$ cat src/sv/ise_pkg.sv
package ise_pkg;

	localparam int TIME_WIDTH_DEF = 32;

	// shared divider: signed dividend, unsigned nonzero divisor
	localparam int DIV_NW = 32;
	localparam int DIV_DW = 16;

	// x / 1000 by reciprocal: ceil(2^34 / 1000), exact for |x| < 2^24
	localparam logic [24:0] RECIP_1000 = 25'd17179870;

	localparam logic [7:0]  RST_SCROLL_DIVISOR   = 8'd48;
	localparam logic        RST_Y_NEGATE         = 1'b0;
	localparam logic [16:0] RST_MIN_LAUNCH_SPEED = 17'd12000;
	localparam logic [16:0] RST_MAX_LAUNCH_SPEED = 17'd30000;
	localparam logic [13:0] RST_DECAY_TIME_MS    = 14'd920;
	localparam logic [16:0] RST_STOP_SPEED       = 17'd8000;
	localparam logic [9:0]  RST_PEAK_HOLD_MS     = 10'd120;
	localparam logic [9:0]  RST_LIFT_TIMEOUT_MS  = 10'd20;

	// register indexes (byte address / 4)
	localparam logic [2:0] REG_SCROLL_DIVISOR   = 3'd0;
	localparam logic [2:0] REG_Y_NEGATE         = 3'd1;
	localparam logic [2:0] REG_MIN_LAUNCH_SPEED = 3'd2;
	localparam logic [2:0] REG_MAX_LAUNCH_SPEED = 3'd3;
	localparam logic [2:0] REG_DECAY_TIME_MS    = 3'd4;
	localparam logic [2:0] REG_STOP_SPEED       = 3'd5;
	localparam logic [2:0] REG_PEAK_HOLD_MS     = 3'd6;
	localparam logic [2:0] REG_LIFT_TIMEOUT_MS  = 3'd7;

	typedef struct packed {
		logic [7:0]  scroll_divisor;
		logic        y_negate;
		logic [16:0] min_launch_speed;
		logic [16:0] max_launch_speed;
		logic [13:0] decay_time_ms;
		logic [16:0] stop_speed;
		logic [9:0]  peak_hold_ms;
		logic [9:0]  lift_timeout_ms;
	} cfg_t;

	typedef logic [3:0] dp_op_t;
	localparam dp_op_t OP_NONE    = 4'd0;
	localparam dp_op_t OP_PRE     = 4'd1;
	localparam dp_op_t OP_DRAG_A  = 4'd2;
	localparam dp_op_t OP_DRAG_B  = 4'd3;
	localparam dp_op_t OP_DRAG_C  = 4'd4;
	localparam dp_op_t OP_LAUNCH  = 4'd5;
	localparam dp_op_t OP_COAST_A = 4'd6;
	localparam dp_op_t OP_COAST_B = 4'd7;
	localparam dp_op_t OP_COAST_C = 4'd8;
	localparam dp_op_t OP_COAST_D = 4'd9;
	localparam dp_op_t OP_LOAD    = 4'd10;

	typedef struct packed {
		logic   in_take;
		dp_op_t op;
		logic   axis;
	} dp_cmd_t;

	typedef struct packed {
		logic drag;
		logic div_done;
	} dp_stat_t;

	function automatic logic signed [7:0] sat127(input logic signed [10:0] v);
		if (v > 11'sd127)
			return 8'sd127;
		else if (v < -11'sd127)
			return -8'sd127;
		else
			return v[7:0];
	endfunction

	// quotient toward zero on magnitudes, keep bits 49:34 of the product
	function automatic logic signed [24:0] quo1000(input logic signed [24:0] v);
		logic [24:0]        m;
		logic [49:0]        p;
		logic signed [24:0] q;
		m = v[24] ? 25'(-v) : 25'(v);
		p = {25'd0, m} * {25'd0, RECIP_1000};
		q = $signed({9'd0, p[49:34]});
		return v[24] ? -q : q;
	endfunction

endpackage

$ cat src/sv/inertial_scroll_engine.sv
// Inertial scroll engine. One result transaction leaves for every input transaction
// (one pointing report), in order. While fn_held is set, motion becomes wheel notches
// and each axis tracks its speed; after lift, a decaying coast keeps emitting notches.
// The single shared radix-2 divider sets the pace: a report needs two quotients per
// axis while dragging and one per axis when not, and the coast's divisions by 1000
// use a reciprocal multiply instead of the divider.
// One report is worked on at a time; the finished result sits in an output register,
// so the next report is accepted while that result still waits for out_ready.
// Registers sit on an APB-style port at byte address 4*index; pready is always high.
module inertial_scroll_engine import ise_pkg::*; #(
	parameter int TIME_WIDTH = TIME_WIDTH_DEF
) (
	input  logic              clk,
	input  logic              arst_n,
	// report transaction
	input  logic              in_valid,
	output logic              in_ready,
	input  logic [31:0]       time_ms,
	input  logic signed [7:0] move_x,
	input  logic signed [7:0] move_y,
	input  logic signed [7:0] wheel_h_in,
	input  logic signed [7:0] wheel_v_in,
	input  logic              buttons_active,
	input  logic              fn_held,
	input  logic              key_kill,
	// result transaction
	output logic              out_valid,
	input  logic              out_ready,
	output logic signed [7:0] move_x_out,
	output logic signed [7:0] move_y_out,
	output logic signed [7:0] wheel_h_out,
	output logic signed [7:0] wheel_v_out,
	// configuration
	input  logic              psel,
	input  logic              penable,
	input  logic              pwrite,
	input  logic [4:0]        paddr,
	input  logic [31:0]       pwdata,
	output logic [31:0]       prdata,
	output logic              pready
);

	cfg_t       cfg_q;
	dp_cmd_t    cmd;
	dp_stat_t   stat;
	logic       wr;
	logic [2:0] ridx;

	assign pready = 1'b1;
	assign wr     = psel && penable && pwrite;
	assign ridx   = paddr[4:2];

	// register file; writes land on the access phase
	always_ff @(posedge clk or negedge arst_n) begin
		if (!arst_n) begin
			cfg_q.scroll_divisor   <= RST_SCROLL_DIVISOR;
			cfg_q.y_negate         <= RST_Y_NEGATE;
			cfg_q.min_launch_speed <= RST_MIN_LAUNCH_SPEED;
			cfg_q.max_launch_speed <= RST_MAX_LAUNCH_SPEED;
			cfg_q.decay_time_ms    <= RST_DECAY_TIME_MS;
			cfg_q.stop_speed       <= RST_STOP_SPEED;
			cfg_q.peak_hold_ms     <= RST_PEAK_HOLD_MS;
			cfg_q.lift_timeout_ms  <= RST_LIFT_TIMEOUT_MS;
		end else if (wr) begin
			unique case (ridx)
				REG_SCROLL_DIVISOR:   cfg_q.scroll_divisor   <= pwdata[7:0];
				REG_Y_NEGATE:         cfg_q.y_negate         <= pwdata[0];
				REG_MIN_LAUNCH_SPEED: cfg_q.min_launch_speed <= pwdata[16:0];
				REG_MAX_LAUNCH_SPEED: cfg_q.max_launch_speed <= pwdata[16:0];
				REG_DECAY_TIME_MS:    cfg_q.decay_time_ms    <= pwdata[13:0];
				REG_STOP_SPEED:       cfg_q.stop_speed       <= pwdata[16:0];
				REG_PEAK_HOLD_MS:     cfg_q.peak_hold_ms     <= pwdata[9:0];
				REG_LIFT_TIMEOUT_MS:  cfg_q.lift_timeout_ms  <= pwdata[9:0];
				default: ;
			endcase
		end
	end

	always_comb begin
		unique case (ridx)
			REG_SCROLL_DIVISOR:   prdata = 32'(cfg_q.scroll_divisor);
			REG_Y_NEGATE:         prdata = 32'(cfg_q.y_negate);
			REG_MIN_LAUNCH_SPEED: prdata = 32'(cfg_q.min_launch_speed);
			REG_MAX_LAUNCH_SPEED: prdata = 32'(cfg_q.max_launch_speed);
			REG_DECAY_TIME_MS:    prdata = 32'(cfg_q.decay_time_ms);
			REG_STOP_SPEED:       prdata = 32'(cfg_q.stop_speed);
			REG_PEAK_HOLD_MS:     prdata = 32'(cfg_q.peak_hold_ms);
			REG_LIFT_TIMEOUT_MS:  prdata = 32'(cfg_q.lift_timeout_ms);
			default:              prdata = '0;
		endcase
	end

	// sequencer: steps the datapath through drag or coast for both axes
	ise_ctrl u_ctrl (
		.clk       (clk),
		.arst_n    (arst_n),
		.in_valid  (in_valid),
		.in_ready  (in_ready),
		.out_valid (out_valid),
		.out_ready (out_ready),
		.stat      (stat),
		.cmd       (cmd)
	);

	// axis state, shared divider and output register
	ise_dp #(
		.TW (TIME_WIDTH)
	) u_dp (
		.clk            (clk),
		.arst_n         (arst_n),
		.cmd            (cmd),
		.stat           (stat),
		.cfg            (cfg_q),
		.time_ms        (time_ms),
		.move_x         (move_x),
		.move_y         (move_y),
		.wheel_h_in     (wheel_h_in),
		.wheel_v_in     (wheel_v_in),
		.buttons_active (buttons_active),
		.fn_held        (fn_held),
		.key_kill       (key_kill),
		.move_x_out     (move_x_out),
		.move_y_out     (move_y_out),
		.wheel_h_out    (wheel_h_out),
		.wheel_v_out    (wheel_v_out)
	);

endmodule

$ cat src/sv/ise_div.sv
module ise_div import ise_pkg::*; (
	input  logic                     clk,
	input  logic                     arst_n,
	input  logic                     start,
	input  logic signed [DIV_NW-1:0] dividend,
	input  logic [DIV_DW-1:0]        divisor,
	output logic                     done,
	output logic signed [DIV_NW-1:0] quot,
	output logic signed [DIV_DW:0]   rem
);

	localparam int CW = $clog2(DIV_NW);

	logic              busy_q, done_q, neg_q;
	logic [CW-1:0]     cnt_q;
	logic [DIV_DW:0]   acc_q;
	logic [DIV_NW-1:0] q_q;
	logic [DIV_DW-1:0] dvs_q;
	logic [DIV_DW:0]   trial;
	logic              fits;

	// restoring, one quotient bit per cycle on magnitudes
	assign trial = {acc_q[DIV_DW-1:0], q_q[DIV_NW-1]};
	assign fits  = trial >= {1'b0, dvs_q};

	always_ff @(posedge clk or negedge arst_n) begin
		if (!arst_n) begin
			busy_q <= 1'b0;
			done_q <= 1'b0;
			cnt_q  <= '0;
		end else begin
			done_q <= 1'b0;
			if (start) begin
				busy_q <= 1'b1;
				cnt_q  <= '0;
			end else if (busy_q) begin
				cnt_q <= cnt_q + 1'b1;
				if (cnt_q == CW'(DIV_NW - 1)) begin
					busy_q <= 1'b0;
					done_q <= 1'b1;
				end
			end
		end
	end

	always_ff @(posedge clk) begin
		if (start) begin
			neg_q <= dividend[DIV_NW-1];
			q_q   <= dividend[DIV_NW-1] ? DIV_NW'(-dividend) : DIV_NW'(dividend);
			acc_q <= '0;
			dvs_q <= divisor;
		end else if (busy_q) begin
			acc_q <= fits ? trial - {1'b0, dvs_q} : trial;
			q_q   <= {q_q[DIV_NW-2:0], fits};
		end
	end

	assign done = done_q;
	assign quot = neg_q ? -$signed(q_q) : $signed(q_q);
	assign rem  = neg_q ? -$signed(acc_q) : $signed(acc_q);

endmodule

$ cat src/sv/ise_dp.sv
module ise_dp import ise_pkg::*; #(
	parameter int TW = TIME_WIDTH_DEF
) (
	input  logic               clk,
	input  logic               arst_n,
	input  dp_cmd_t            cmd,
	output dp_stat_t           stat,
	input  cfg_t               cfg,
	input  logic [31:0]        time_ms,
	input  logic signed [7:0]  move_x,
	input  logic signed [7:0]  move_y,
	input  logic signed [7:0]  wheel_h_in,
	input  logic signed [7:0]  wheel_v_in,
	input  logic               buttons_active,
	input  logic               fn_held,
	input  logic               key_kill,
	output logic signed [7:0]  move_x_out,
	output logic signed [7:0]  move_y_out,
	output logic signed [7:0]  wheel_h_out,
	output logic signed [7:0]  wheel_v_out
);

	localparam logic signed [29:0] NUM_SCALE = 30'sd1000000;
	localparam logic signed [23:0] INST_MAX  = 24'sd8388607;

	// report being worked on
	logic [TW-1:0]      now_q;
	logic signed [7:0]  x_q, y_q, h_q, v_q;
	logic               btn_q, fn_q, kill_q;

	// per-axis state
	logic signed [15:0] rem_q   [2];
	logic signed [23:0] avg_q   [2];
	logic signed [23:0] peak_q  [2];
	logic [TW-1:0]      ptime_q [2];
	logic signed [17:0] cspd_q  [2];
	logic signed [15:0] cfrac_q [2];
	logic [TW-1:0]      mtime_q [2];
	logic signed [9:0]  n_q     [2];

	logic [TW-1:0]      last_tick_q, last_touch_q;
	logic               pending_q;
	logic [6:0]         dt_q;
	logic signed [24:0] prod_q;
	logic signed [16:0] fsum_q;

	logic               a;
	logic [7:0]         div_eff;
	logic [13:0]        tau_eff;
	logic signed [8:0]  raw;
	logic               moved, act;
	logic [TW-1:0]      tick_diff, gap_diff, pk_diff, lift_diff;
	logic [6:0]         dt_c;
	logic               gap_big;
	logic [7:0]         gap8;
	logic signed [29:0] num;
	logic [15:0]        den;
	logic signed [24:0] prod_c;
	logic signed [16:0] rsum;

	logic                     div_start, div_done;
	logic signed [DIV_NW-1:0] div_a, dq;
	logic [DIV_DW-1:0]        div_b;
	logic signed [DIV_DW:0]   dr;

	// ema and peak
	logic signed [23:0] inst, new_avg;
	logic signed [24:0] ema_d, ema_q4;
	logic [23:0]        abs_avg, abs_peak;
	logic               peak_take;

	// decay and coast notches
	logic signed [24:0] dec, nsp, spd25, st25, cn, crem;
	logic [24:0]        abs_dec, abs_spd;
	logic               spd_on;

	// launch
	logic signed [24:0] mx25, mn25, lv [2];
	logic               lgo [2];
	logic               lift;

	assign a       = cmd.axis;
	assign div_eff = (cfg.scroll_divisor == 8'd0) ? 8'd1 : cfg.scroll_divisor;
	assign tau_eff = (cfg.decay_time_ms == 14'd0) ? 14'd1 : cfg.decay_time_ms;
	assign moved   = (x_q != 8'sd0) || (y_q != 8'sd0);
	assign act     = moved || (h_q != 8'sd0) || (v_q != 8'sd0) || btn_q || kill_q;

	always_comb begin
		if (!a)
			raw = 9'(x_q);
		else if (cfg.y_negate)
			raw = -9'(y_q);
		else
			raw = 9'(y_q);
	end

	assign tick_diff = now_q - last_tick_q;
	assign dt_c = (tick_diff == '0) ? 7'd1 :
		(tick_diff > TW'(100)) ? 7'd100 : tick_diff[6:0];

	assign gap_diff = now_q - mtime_q[a];
	assign gap_big  = gap_diff > TW'(200);
	assign gap8 = gap_big ? 8'd200 : (gap_diff == '0) ? 8'd1 : gap_diff[7:0];

	assign num    = 30'(raw) * NUM_SCALE;
	assign den    = {8'd0, div_eff} * {8'd0, gap8};
	assign prod_c = 25'(cspd_q[a]) * $signed({18'd0, dt_q});
	assign rsum   = 17'(rem_q[a]) + 17'(raw);

	always_comb begin
		div_start = 1'b0;
		div_a     = '0;
		div_b     = DIV_DW'(1000);
		unique case (cmd.op)
			OP_DRAG_A: begin
				div_start = 1'b1;
				div_a     = DIV_NW'(rsum);
				div_b     = {8'd0, div_eff};
			end
			OP_DRAG_B: begin
				div_start = 1'b1;
				div_a     = DIV_NW'(num);
				div_b     = den;
			end
			OP_COAST_C: begin
				div_start = 1'b1;
				div_a     = DIV_NW'(prod_q);
				div_b     = {2'd0, tau_eff};
			end
			default: ;
		endcase
	end

	ise_div u_div (
		.clk      (clk),
		.arst_n   (arst_n),
		.start    (div_start),
		.dividend (div_a),
		.divisor  (div_b),
		.done     (div_done),
		.quot     (dq),
		.rem      (dr)
	);

	// instant speed saturated, then quarter-weight EMA (trunc toward zero)
	always_comb begin
		if (dq > DIV_NW'(INST_MAX))
			inst = INST_MAX;
		else if (dq < -DIV_NW'(INST_MAX))
			inst = -INST_MAX;
		else
			inst = dq[23:0];
		ema_d     = 25'(inst) - 25'(avg_q[a]);
		ema_q4    = (ema_d + (ema_d[24] ? 25'sd3 : 25'sd0)) >>> 2;
		new_avg   = avg_q[a] + 24'(ema_q4);
		abs_avg   = new_avg[23] ? 24'(-new_avg) : 24'(new_avg);
		abs_peak  = peak_q[a][23] ? 24'(-peak_q[a]) : 24'(peak_q[a]);
		pk_diff   = now_q - ptime_q[a];
		peak_take = (abs_avg >= abs_peak) || (pk_diff > TW'(cfg.peak_hold_ms));
	end

	always_comb begin
		spd25  = 25'(cspd_q[a]);
		spd_on = cspd_q[a] != 18'sd0;
		st25   = $signed({8'd0, cfg.stop_speed});
		// whole notches out of the fraction sum, rest stays as fraction
		cn     = quo1000(25'(fsum_q));
		crem   = 25'(fsum_q) - cn * 25'sd1000;
		dec    = dq[24:0];
		if (dec == 25'sd0)
			dec = spd25[24] ? -25'sd1 : 25'sd1;
		abs_dec = dec[24] ? 25'(-dec) : 25'(dec);
		abs_spd = spd25[24] ? 25'(-spd25) : 25'(spd25);
		if (abs_dec > abs_spd)
			dec = spd25;
		nsp = spd25 - dec;
	end

	assign mx25      = $signed({8'd0, cfg.max_launch_speed});
	assign mn25      = $signed({8'd0, cfg.min_launch_speed});
	assign lift_diff = now_q - last_touch_q;
	assign lift      = pending_q && !moved && (lift_diff >= TW'(cfg.lift_timeout_ms));

	always_comb begin
		for (int i = 0; i < 2; i++) begin
			if (peak_q[i] > 24'(mx25))
				lv[i] = mx25;
			else if (25'(peak_q[i]) < -mx25)
				lv[i] = -mx25;
			else
				lv[i] = 25'(peak_q[i]);
			lgo[i] = !((lv[i] < mn25) && (lv[i] > -mn25));
		end
	end

	assign stat.drag     = fn_q && moved;
	assign stat.div_done = div_done;

	always_ff @(posedge clk) begin
		if (cmd.in_take) begin
			now_q  <= TW'(time_ms);
			x_q    <= move_x;
			y_q    <= move_y;
			h_q    <= wheel_h_in;
			v_q    <= wheel_v_in;
			btn_q  <= buttons_active;
			fn_q   <= fn_held;
			kill_q <= key_kill;
		end
		if (cmd.op == OP_PRE)
			dt_q <= dt_c;
		if (cmd.op == OP_COAST_A)
			prod_q <= prod_c;
		if (cmd.op == OP_COAST_B)
			fsum_q <= 17'(cfrac_q[a]) + 17'(quo1000(prod_q));
		if (cmd.op == OP_LOAD) begin
			move_x_out  <= fn_q ? 8'sd0 : sat127(11'(x_q));
			move_y_out  <= fn_q ? 8'sd0 : sat127(11'(y_q));
			wheel_h_out <= sat127(11'(h_q) + 11'(n_q[0]));
			wheel_v_out <= sat127(11'(v_q) + 11'(n_q[1]));
		end
	end

	always_ff @(posedge clk or negedge arst_n) begin
		if (!arst_n) begin
			for (int i = 0; i < 2; i++) begin
				rem_q[i]   <= '0;
				avg_q[i]   <= '0;
				peak_q[i]  <= '0;
				ptime_q[i] <= '0;
				cspd_q[i]  <= '0;
				cfrac_q[i] <= '0;
				mtime_q[i] <= '0;
				n_q[i]     <= '0;
			end
			last_tick_q  <= '0;
			last_touch_q <= '0;
			pending_q    <= 1'b0;
		end else begin
			unique case (cmd.op)
				OP_PRE: begin
					last_tick_q <= now_q;
					n_q[0]      <= '0;
					n_q[1]      <= '0;
					if (act) begin
						cspd_q[0]  <= '0;
						cspd_q[1]  <= '0;
						cfrac_q[0] <= '0;
						cfrac_q[1] <= '0;
					end
					if (fn_q && moved) begin
						last_touch_q <= now_q;
						pending_q    <= 1'b1;
					end else if (act && (!fn_q || kill_q)) begin
						pending_q <= 1'b0;
					end
				end
				OP_DRAG_B: begin
					rem_q[a] <= dr[15:0];
					n_q[a]   <= dq[9:0];
					if (raw != 9'sd0 && gap_big) begin
						avg_q[a]  <= '0;
						peak_q[a] <= '0;
					end
				end
				OP_DRAG_C: begin
					if (raw != 9'sd0) begin
						avg_q[a]   <= new_avg;
						mtime_q[a] <= now_q;
						if (peak_take) begin
							peak_q[a]  <= new_avg;
							ptime_q[a] <= now_q;
						end
					end
				end
				OP_LAUNCH: begin
					if (lift) begin
						pending_q <= 1'b0;
						for (int i = 0; i < 2; i++) begin
							if (lgo[i]) begin
								cspd_q[i]  <= lv[i][17:0];
								cfrac_q[i] <= '0;
								rem_q[i]   <= '0;
							end
						end
					end
				end
				OP_COAST_D: begin
					if (spd_on) begin
						n_q[a] <= cn[9:0];
						if ((nsp < st25) && (nsp > -st25)) begin
							cspd_q[a]  <= '0;
							cfrac_q[a] <= '0;
						end else begin
							cspd_q[a]  <= nsp[17:0];
							cfrac_q[a] <= crem[15:0];
						end
					end
				end
				default: ;
			endcase
		end
	end

endmodule

$ cat src/sv/ise_ctrl.sv
module ise_ctrl import ise_pkg::*; (
	input  logic     clk,
	input  logic     arst_n,
	input  logic     in_valid,
	output logic     in_ready,
	output logic     out_valid,
	input  logic     out_ready,
	input  dp_stat_t stat,
	output dp_cmd_t  cmd
);

	localparam logic [3:0] S_IDLE   = 4'd0;
	localparam logic [3:0] S_PRE    = 4'd1;
	localparam logic [3:0] S_DA     = 4'd2;
	localparam logic [3:0] S_DB     = 4'd3;
	localparam logic [3:0] S_DC     = 4'd4;
	localparam logic [3:0] S_LAUNCH = 4'd5;
	localparam logic [3:0] S_CA     = 4'd6;
	localparam logic [3:0] S_CB     = 4'd7;
	localparam logic [3:0] S_CC     = 4'd8;
	localparam logic [3:0] S_CD     = 4'd9;
	localparam logic [3:0] S_WAIT   = 4'd10;
	localparam logic [3:0] S_FIN    = 4'd11;

	logic [3:0] state_q, ret_q;
	logic       axis_q, out_valid_q, load;

	assign in_ready  = state_q == S_IDLE;
	assign out_valid = out_valid_q;
	assign load      = (state_q == S_FIN) && (!out_valid_q || out_ready);

	always_comb begin
		cmd.in_take = in_valid && in_ready;
		cmd.axis    = axis_q;
		unique case (state_q)
			S_PRE:    cmd.op = OP_PRE;
			S_DA:     cmd.op = OP_DRAG_A;
			S_DB:     cmd.op = OP_DRAG_B;
			S_DC:     cmd.op = OP_DRAG_C;
			S_LAUNCH: cmd.op = OP_LAUNCH;
			S_CA:     cmd.op = OP_COAST_A;
			S_CB:     cmd.op = OP_COAST_B;
			S_CC:     cmd.op = OP_COAST_C;
			S_CD:     cmd.op = OP_COAST_D;
			S_FIN:    cmd.op = load ? OP_LOAD : OP_NONE;
			default:  cmd.op = OP_NONE;
		endcase
	end

	always_ff @(posedge clk or negedge arst_n) begin
		if (!arst_n) begin
			state_q     <= S_IDLE;
			ret_q       <= S_IDLE;
			axis_q      <= 1'b0;
			out_valid_q <= 1'b0;
		end else begin
			if (load)
				out_valid_q <= 1'b1;
			else if (out_ready)
				out_valid_q <= 1'b0;
			unique case (state_q)
				S_IDLE: begin
					if (in_valid)
						state_q <= S_PRE;
				end
				S_PRE: begin
					axis_q  <= 1'b0;
					state_q <= stat.drag ? S_DA : S_LAUNCH;
				end
				S_DA: begin
					ret_q   <= S_DB;
					state_q <= S_WAIT;
				end
				S_DB: begin
					ret_q   <= S_DC;
					state_q <= S_WAIT;
				end
				S_DC: begin
					axis_q  <= 1'b1;
					state_q <= axis_q ? S_FIN : S_DA;
				end
				S_LAUNCH: state_q <= S_CA;
				S_CA:     state_q <= S_CB;
				S_CB:     state_q <= S_CC;
				S_CC: begin
					ret_q   <= S_CD;
					state_q <= S_WAIT;
				end
				S_CD: begin
					axis_q  <= 1'b1;
					state_q <= axis_q ? S_FIN : S_CA;
				end
				S_WAIT: begin
					if (stat.div_done)
						state_q <= ret_q;
				end
				S_FIN: begin
					if (load)
						state_q <= S_IDLE;
				end
				default: state_q <= S_IDLE;
			endcase
		end
	end

endmodule

$ cat config.mk
export PLATFORM = sky130hd
export DESIGN_NAME = inertial_scroll_engine
export DESIGN_NICKNAME = d
export VERILOG_FILES = /design/src/sv/ise_pkg.sv /design/src/sv/inertial_scroll_engine.sv /design/src/sv/ise_div.sv /design/src/sv/ise_dp.sv /design/src/sv/ise_ctrl.sv
export SDC_FILE = /design/constraint.sdc
export NUM_CORES = 2
export LEC_CHECK = 0
export BUFFER_PORTS_ARGS = -buffer_cell sky130_fd_sc_hd__buf_4
export CORE_MARGIN = 2
export CORE_UTILIZATION = 45
export DETAILED_ROUTE_END_ITERATION = 12
export PLACE_DENSITY_LB_ADDON = 0.3
export SETUP_SLACK_MARGIN = 0.4
export SLEW_MARGIN = 0
export SYNTH_ARGS = -nofsm -noshare
export SYNTH_HDL_FRONTEND = slang
export SYNTH_SLANG_ARGS = --single-unit
$ cat constraint.sdc
create_clock -name clk -period 17.4 [get_ports clk]
set_input_delay 3.48 -clock clk [delete_from_list [all_inputs] [get_ports clk]]
set_output_delay 3.48 -clock clk [all_outputs]
set_load 0.01 [all_outputs]
After elaboration in Yosys (flattened, before gate mapping):

Index checks and enable logic that the tools add are counted.
Widths: inputs -> output; s select.

* memories kept: 0
* bits in latches: 0
* memory bits (read-only): 0
* input bits: 111
* bits in registers: 733
* word-level logic and storage cells: 376
* output and inout port bits: 67
* bits in writable memories: 0

* bitwise operators: 8
* multipliers: 6
* eq/ne operators: 41
* multiplexer cells: 130
* add/sub/neg operators: 30
* shift operators: 0
* reduce and logical (&&, ||, !) cells: 74
* magnitude comparators: 29
* divide/modulo/power cells: 0

Operator list (number)
* $mux 32: 15
* $mux 25: 12
* $mux 24: 11
* $pmux 32 s8: 1
* $mux 48: 5
* $pmux 32 s3: 2
* $pmux 48 s2: 2
* $mux 16: 11
* $mux 36: 4
* $bwmux 64: 2
* $sub 32x32->32: 4
* $mux 18: 6
* $pmux 36 s3: 1
* $gt 25x25->1: 4
* $neg 17->25: 4
* $mul 25x24->49 const B: 2
* $and 48x48->48: 2
* $bwmux 48: 2
* $pmux 4 s10: 2
* $lt 25x18->1: 3
* $bwmux 32: 2
* $logic_not 32->1: 2
* $neg 32->32: 2
* $pmux 32 s2: 1
* 95 further kinds: 216

Longest topological paths before layout:

* word-level depth: 16
* mapped depth: 69
* mapped depth without buffers: 63

Hierarchy:

From an unflattened synthesis, not the netlist that was laid out.

* cells, all modules: 9968
* area total of the unflattened synthesis: 88443.6 µm²

By module, submodules not included
* ise_dp: times used 1, area each 77722.0 µm², seq. area each 14679.1 µm², cells each 8907
* ise_div: times used 1, area each 5510.3 µm², seq. area each 1986.9 µm², cells each 632
* inertial_scroll_engine: times used 1, area each 4514.3 µm², seq. area each 2393.5 µm², cells each 345
* ise_ctrl: times used 1, area each 696.9 µm², seq. area each 250.2 µm², cells each 84

Least setup slack after synthesis:

OpenSTA, ideal clock, no wires.

* path kind: register to register
* from: register u_dp.fsum_q[0]
* to: register u_dp.cfrac_q[15] (netlist name)
* setup time: 0.078 ns
* setup slack: 4.318 ns
* path buffers: 0
* data required time: 17.322 ns
* period minus slack after synthesis: 13.082 ns
* data arrival time: 13.005 ns
* stages on the path, launching flop included: 52
* cell sequence: edfxtp_1 -> inv_1 -> ha_1 -> nand3b_1 -> or3_1 -> or3_1 -> or4b_2 -> inv_1 -> fa_1 -> fa_1 -> ha_1 -> fa_1 -> inv_1 -> fa_1 -> inv_1 -> fa_1 -> fa_1 -> ha_1 -> (+16 left out) -> fa_1 -> fa_1 -> inv_1 -> ha_1 -> a21oi_1 -> o21bai_1 -> a21oi_1 -> o21bai_1 -> a21oi_1 -> xor2_1 -> ha_1 -> or3_1 -> o21ai_0 -> a21oi_1 -> xnor2_1 -> xnor2_1 -> xnor3_1 -> o2bb2ai_1

* word-level cells in the longest chain between the ends: 11

Ends and longest elaborated chain
* start: declaration: line ise_dp.sv:45 `logic signed [16:0] fsum_q;`
* start signal: assignment: line ise_dp.sv:215 `fsum_q <= 17'(cfrac_q[a]) + 17'(quo1000(prod_q));`
* $neg 17->25: line ise_pkg.sv:80 `m = v[24] ? 25'(-v) : 25'(v);`
* $mux 25: line ise_pkg.sv:80
* $mul 25x24->49: line ise_pkg.sv:81 `p = {25'd0, m} * {25'd0, RECIP_1000};`
* $neg 16->25: line ise_pkg.sv:83 `return v[24] ? -q : q;`
* $mux 25: line ise_pkg.sv:83
* $mul 25x8->13: line ise_dp.sv:168 `crem = 25'(fsum_q) - cn * 25'sd1000;`
* $sub 16x16->16 (*): line ise_dp.sv:168
* $bwmux 32 (*): line ise_dp.sv:296 `cfrac_q[a] <= crem[15:0];`
* $mux 32 (*): line ise_dp.sv:291 `if ((nsp < st25) && (nsp > -st25)) begin`
* $mux 32 (*): line ise_dp.sv:289 `if (spd_on) begin`
* $pmux 32 s3 (*): line ise_dp.sv:240 `unique case (cmd.op)`
* end signal: indexed assignment: line ise_dp.sv:296
* end: declaration: line ise_dp.sv:37 `logic signed [15:0] cfrac_q [2];`

Mark *: on every way between the ends. The rest lies on a longest branch, timed or not. The select of a mux whose other input is x is not followed.
A chain may end at the register's enable or synchronous reset.

Worst setup path in the final report:

* from: register u_dp.u_div.q_q[0]
* to: register u_dp.ptime_q[3] (netlist name)

* word-level cells in the longest chain between the ends: 14
* elaborated cells on any way between the ends: 15
* those cells by class: 5 x add/sub; 3 x order compare; 5 x mux; 2 x reduce/logical

Ends and longest elaborated chain
* start: declaration: line ise_div.sv:17 `logic [DIV_NW-1:0] q_q;`
* start signal: assignment: line ise_div.sv:49 `q_q <= dividend[DIV_NW-1] ? DIV_NW'(-dividend) : DIV_NW'(dividend);`
* start signal: assignment: line ise_div.sv:54 `q_q <= {q_q[DIV_NW-2:0], fits};`
* $neg 32->32: line ise_div.sv:59 `assign quot = neg_q ? -$signed(q_q) : $signed(q_q);`
* $mux 32 (*): line ise_div.sv:59
* $lt 32x24->1: line ise_dp.sv:149 `else if (dq < -DIV_NW'(INST_MAX))`
* $mux 24: line ise_dp.sv:149
* $mux 24 (*): line ise_dp.sv:147 `if (dq > DIV_NW'(INST_MAX))`
* $sub 24x24->25 (*): line ise_dp.sv:153 `ema_d = 25'(inst) - 25'(avg_q[a]);`
* $mux 2: line ise_dp.sv:154 `ema_q4 = (ema_d + (ema_d[24] ? 25'sd3 : 25'sd0)) >>> 2;`
* $add 25x3->25 (*): line ise_dp.sv:154
* $add 24x23->24 (*): line ise_dp.sv:155 `new_avg = avg_q[a] + 24'(ema_q4);`
* $neg 24->24: line ise_dp.sv:156 `abs_avg = new_avg[23] ? 24'(-new_avg) : 24'(new_avg);`
* $mux 24 (*): line ise_dp.sv:156
* $ge 24x24->1 (*): line ise_dp.sv:159 `peak_take = (abs_avg >= abs_peak) || (pk_diff > TW'(cfg.peak_hold_ms));`
* $logic_or 1x1->1 (*): line ise_dp.sv:159
* $reduce_and 3->1 (no source line) (*)
* end signal: indexed assignment: line ise_dp.sv:272 `ptime_q[a] <= now_q;`
* end: declaration: line ise_dp.sv:35 `logic [TW-1:0] ptime_q [2];`

Mark *: on every way between the ends. The rest lies on a longest branch, timed or not.

==> flow_metrics.env <==
export IMPL_worstPathMaxFanout=30
export IMPL_cp_start_kind="register"
export IMPL_path_clk_slew_ns=0.06
export IMPL_async_flop_share_pct=70.9
export IMPL_whs_path_depth=2
export IMPL_die_h_um=444
export IMPL_via_count=70685
export IMPL_cts_buffers=85
export IMPL_holdCritPathClass="reg -> reg"
export IMPL_grt_antenna_before_repair=1
export IMPL_drt_iter0_markers=5142
export IMPL_first_pass_iters=8
export IMPL_grt_pass1_wl_um=400000
export IMPL_routed_wl_um=256000
export IMPL_avgViaCountPerCell=5.72
export IMPL_pre_cts_slack_ns=1.52
export IMPL_clockBufferDepth=3
export IMPL_worstMarginPinSlew_ns=1.24
export IMPL_synth_edf_count=197
export IMPL_syn_area_per_cell_um2=9.10
export IMPL_synth_ff_type="dfrtp_1"
export IMPL_fin_worst_skew_ns=0.0363
export IMPL_crit_top_cell="o21ai_0"
export IMPL_grt_overflow_total=0
export IMPL_max_stage_delay_ns=0.72
export IMPL_ys_seq_elements=733
export IMPL_seqCellArea_um2=19300
export IMPL_p_int_uw=7860
export IMPL_rows=161
export IMPL_crit_type="reg -> reg"
export IMPL_port_buffers=144
export IMPL_min_period_ns=15.94
export IMPL_start_util_pct=45.3
export IMPL_multi_input_area_um2=62200
export IMPL_drc_errors=0
export IMPL_synth_cell_types=114
export IMPL_wl_per_cell_um=20.7
export IMPL_grt_start_max_net_pins=81
export IMPL_setup_violations_final=0
export IMPL_h_tree_depth=3
export IMPL_required_ns=18.00
export IMPL_cp_end_kind="register"
export IMPL_nets=11717
export IMPL_cts_hold_buf=0
export IMPL_finalPower_uw=14400
export IMPL_switchingPower_uw=6590
export IMPL_syn_inst=9573
export IMPL_drive_gt1_share_pct=8.01
export IMPL_vdd_drop_max_mv=2.03
export IMPL_dpl_cell_area_um2=91800
export IMPL_fillers=18007
export IMPL_dieArea_um2=197000
export IMPL_p_leak_uw=0.0471
export IMPL_insertion_delay_ns=0.73
export IMPL_finalHoldViolations=0
export IMPL_rr_worst_depth=60
export IMPL_syn_area_um2=87100
export IMPL_crit_buf_inv=4
export IMPL_p_comb_share_pct=73.1
export IMPL_switching_share_pct=45.6
export IMPL_cap_violations=0
export IMPL_post_route_period_util_pct=91.6
export IMPL_critPathArrivalTime_ns=16.54
export IMPL_grt_total_usage_pct=25.7
export IMPL_rsz0062_at_grt="false"
export IMPL_max_freq_mhz=62.7
export IMPL_worst_path_dominant_cell_family="compound AO/OA/AOI/OAI gates"
export IMPL_fin_area_um2=94800
export IMPL_cp_depth=60
export IMPL_outcome="completed"
export IMPL_grt_pass1_vias=71289
export IMPL_area_delta_synth_final_pct=8.86
export IMPL_dp_hpwl_um=205000
export IMPL_io_pins=178
export IMPL_die_w_um=444
export IMPL_final_setup_tns_ns=0
export IMPL_p_seq_share_pct=13.5
export IMPL_yosys_warnings=0
export IMPL_core_area_um2=192000
export IMPL_gp_congestion=0.953
export IMPL_cp_slowest_cell="o21ai_0"
export IMPL_seq_area_frac_synth_pct=22.1
export IMPL_cts_tree="yes"
export IMPL_root_buffer="clkbuf_16"
export IMPL_antenna_left=0
export IMPL_pwr_share_clk_pct=13.4
export IMPL_finalWorstSetupSlack_ns=1.46
export IMPL_power_density_nw_per_um2=152
export IMPL_max_slew_margin_pct=17.1
export IMPL_finalMaxSlewViolations=0
export IMPL_cts_sinks=733
[routing by layer]
layer / track usage (%) / vias up / part of all wire, %
met5: 0 / - / 0
met4: 14.4 / 0 / 6.2
met3: 2.60 / 511 / 4.7
met2: 44.1 / 1934 / 48
met1: 31.6 / 34674 / 41
li1: - / 33566 / -
[worst register-to-register path, delay by kind of cell, from the launching register on]
kind | cells | cell delay (ns)
AO/OA/AOI/OAI | 21 | 5.37
XOR/XNOR | 5 | 1.72
adder cells (fa/ha/maj) | 5 | 1.83
buffers and inverters | 4 | 1.09
flip-flops | 1 | 0.48
multiplexers | 1 | 0.34
AND/OR/NAND/NOR | 24 | 5.00
[cell families (layout without fill, tap and decap cells)]
logic type / Yosys count / count (layout) / share of synthesized area (%)
buffers and inverters: 1599 / 1756 / 7.07
XOR/XNOR: 533 / 533 / 5.41
flip-flops: 733 / 733 / 22.1
adder cells (fa/ha/maj): 1848 / 1848 / 31.4
AND/OR/NAND/NOR: 2352 / 2352 / 13.1
multiplexers: 399 / 399 / 4.93
AO/OA/AOI/OAI: 2107 / 2107 / 15.9
other: 2 / 104 / 0.00862
[registers in the layout, summed over array words and instances, names as in the netlist, 36 cells and up]
signal	cells
u_dp.ptime_q	64
cfg_q	94
u_dp.peak_q	48
u_dp.mtime_q	64
u_dp.cspd_q	36
u_dp.avg_q	48
[layout by cell type, fill, tap and decap left out, types with 36 or more instances in the layout]
master     instances
nor3_1           156
or3_1             55
inv_1           1279
nand4_1           91
clkbuf_16         90
o21bai_1          61
and3_1            43
xor2_1           188
nor4_1            64
buf_4            311
nand2_1          803
a31oi_1           78
and2_1           126
o21a_1           120
mux2i_1          206
nand2b_1         116
ha_1            1288
nor2_1           466
dfrtp_1          486
o2bb2ai_1         49
xnor2_1          336
mux2_2           187
edfxtp_1         197
a21o_1           187
nand3_1          138
nor2b_1          119
a22o_1           155
a21oi_1          430
o211ai_1          36
fa_1             560
a22oi_1           37
o21ai_0          537
o31ai_1           58
conb_1           103
a211oi_1          54
[stage by stage]
step                      utilization, %  hold WS, ns  instances
after floorplan                        -        0.439       9674
after global placement              47.7        0.457      12197
after detailed placement            47.7        0.462      12197
after CTS                           49.3        0.476      12357
after global routing                49.3        0.490      12357
final                               49.3        0.472      12358
[Yosys cell counts, types with 37 or more instances]
master     count  share of area [%]
ha_1        1288                 19
inv_1       1279                5.5
nand2_1      804                3.5
fa_1         560                 13
o21ai_0      538                3.1
dfrtp_1      487                 14
nor2_1       476                2.1
a21oi_1      432                2.5
xnor2_1      341                3.4
clkbuf_1     219               0.94
mux2i_1      207                2.4
edfxtp_1     197                6.8
xor2_1       188                1.9
a21o_1       187                1.6
mux2_2       187                2.4
nor3_1       158               0.91
a22o_1       155                1.6
nand3_1      138               0.79
and2_1       127               0.91
o21a_1       120                1.0
nor2b_1      119               0.85
nand2b_1     116               0.83
nand4_1       91               0.65
a31oi_1       79               0.57
nor4_1        66               0.47
o21bai_1      61               0.53
o31ai_1       59               0.51
or3_1         57               0.41
a211oi_1      55               0.47
buf_2         53               0.30
o2bb2ai_1     49               0.49
and3_1        44               0.32
a22oi_1       37               0.32
[power groups by stage]
stage               clock network (µW)  registers, µW  logic, µW
detailed placement                   0           1980      10500
global placement                     0           1980      10200
finish                            1930           1950      10600
CTS                               1970           1950      10500
floorplan                            0           1910       9030
global route                      2030           1960      11700
[what timing repair did]
action                                 in CTS  in global routing
buffers inserted                            0                  0
setup endpoints to repair                   0                 33
endpoints found under the hold margin       0                  0
gates resized for setup                     0                  2
[final cells by class]
class	count	area share, %
clock inverters	41	0.575
inverters	1284	5.08
repair buffers	312	2.48
clock buffers	119	2.59
well taps	2526	3.33
multi-input cells	7342	65.6
diodes	1	0.00264
flip-flops and latches	733	20.3
[worst paths after layout]
| check | startpoint | end | slack [ns] |
|---|---|---|---|
| max | u_dp.u_div.q_q[0] | u_dp.ptime_q[3] | 1.46 |
| min | u_dp.mtime_q[31] | u_dp.mtime_q[31] | 0.47 |
| max reg2reg | u_dp.u_div.q_q[0] | u_dp.ptime_q[3] | 1.46 |
| min reg2reg | u_dp.mtime_q[31] | u_dp.mtime_q[31] | 0.47 |
| max in group asynchronous | arst_n | u_dp.last_tick_q[28] | 11.06 |
| min in group asynchronous | arst_n | u_dp.cspd_q[29] | 2.75 |
(Power assumes the default switching activity.)
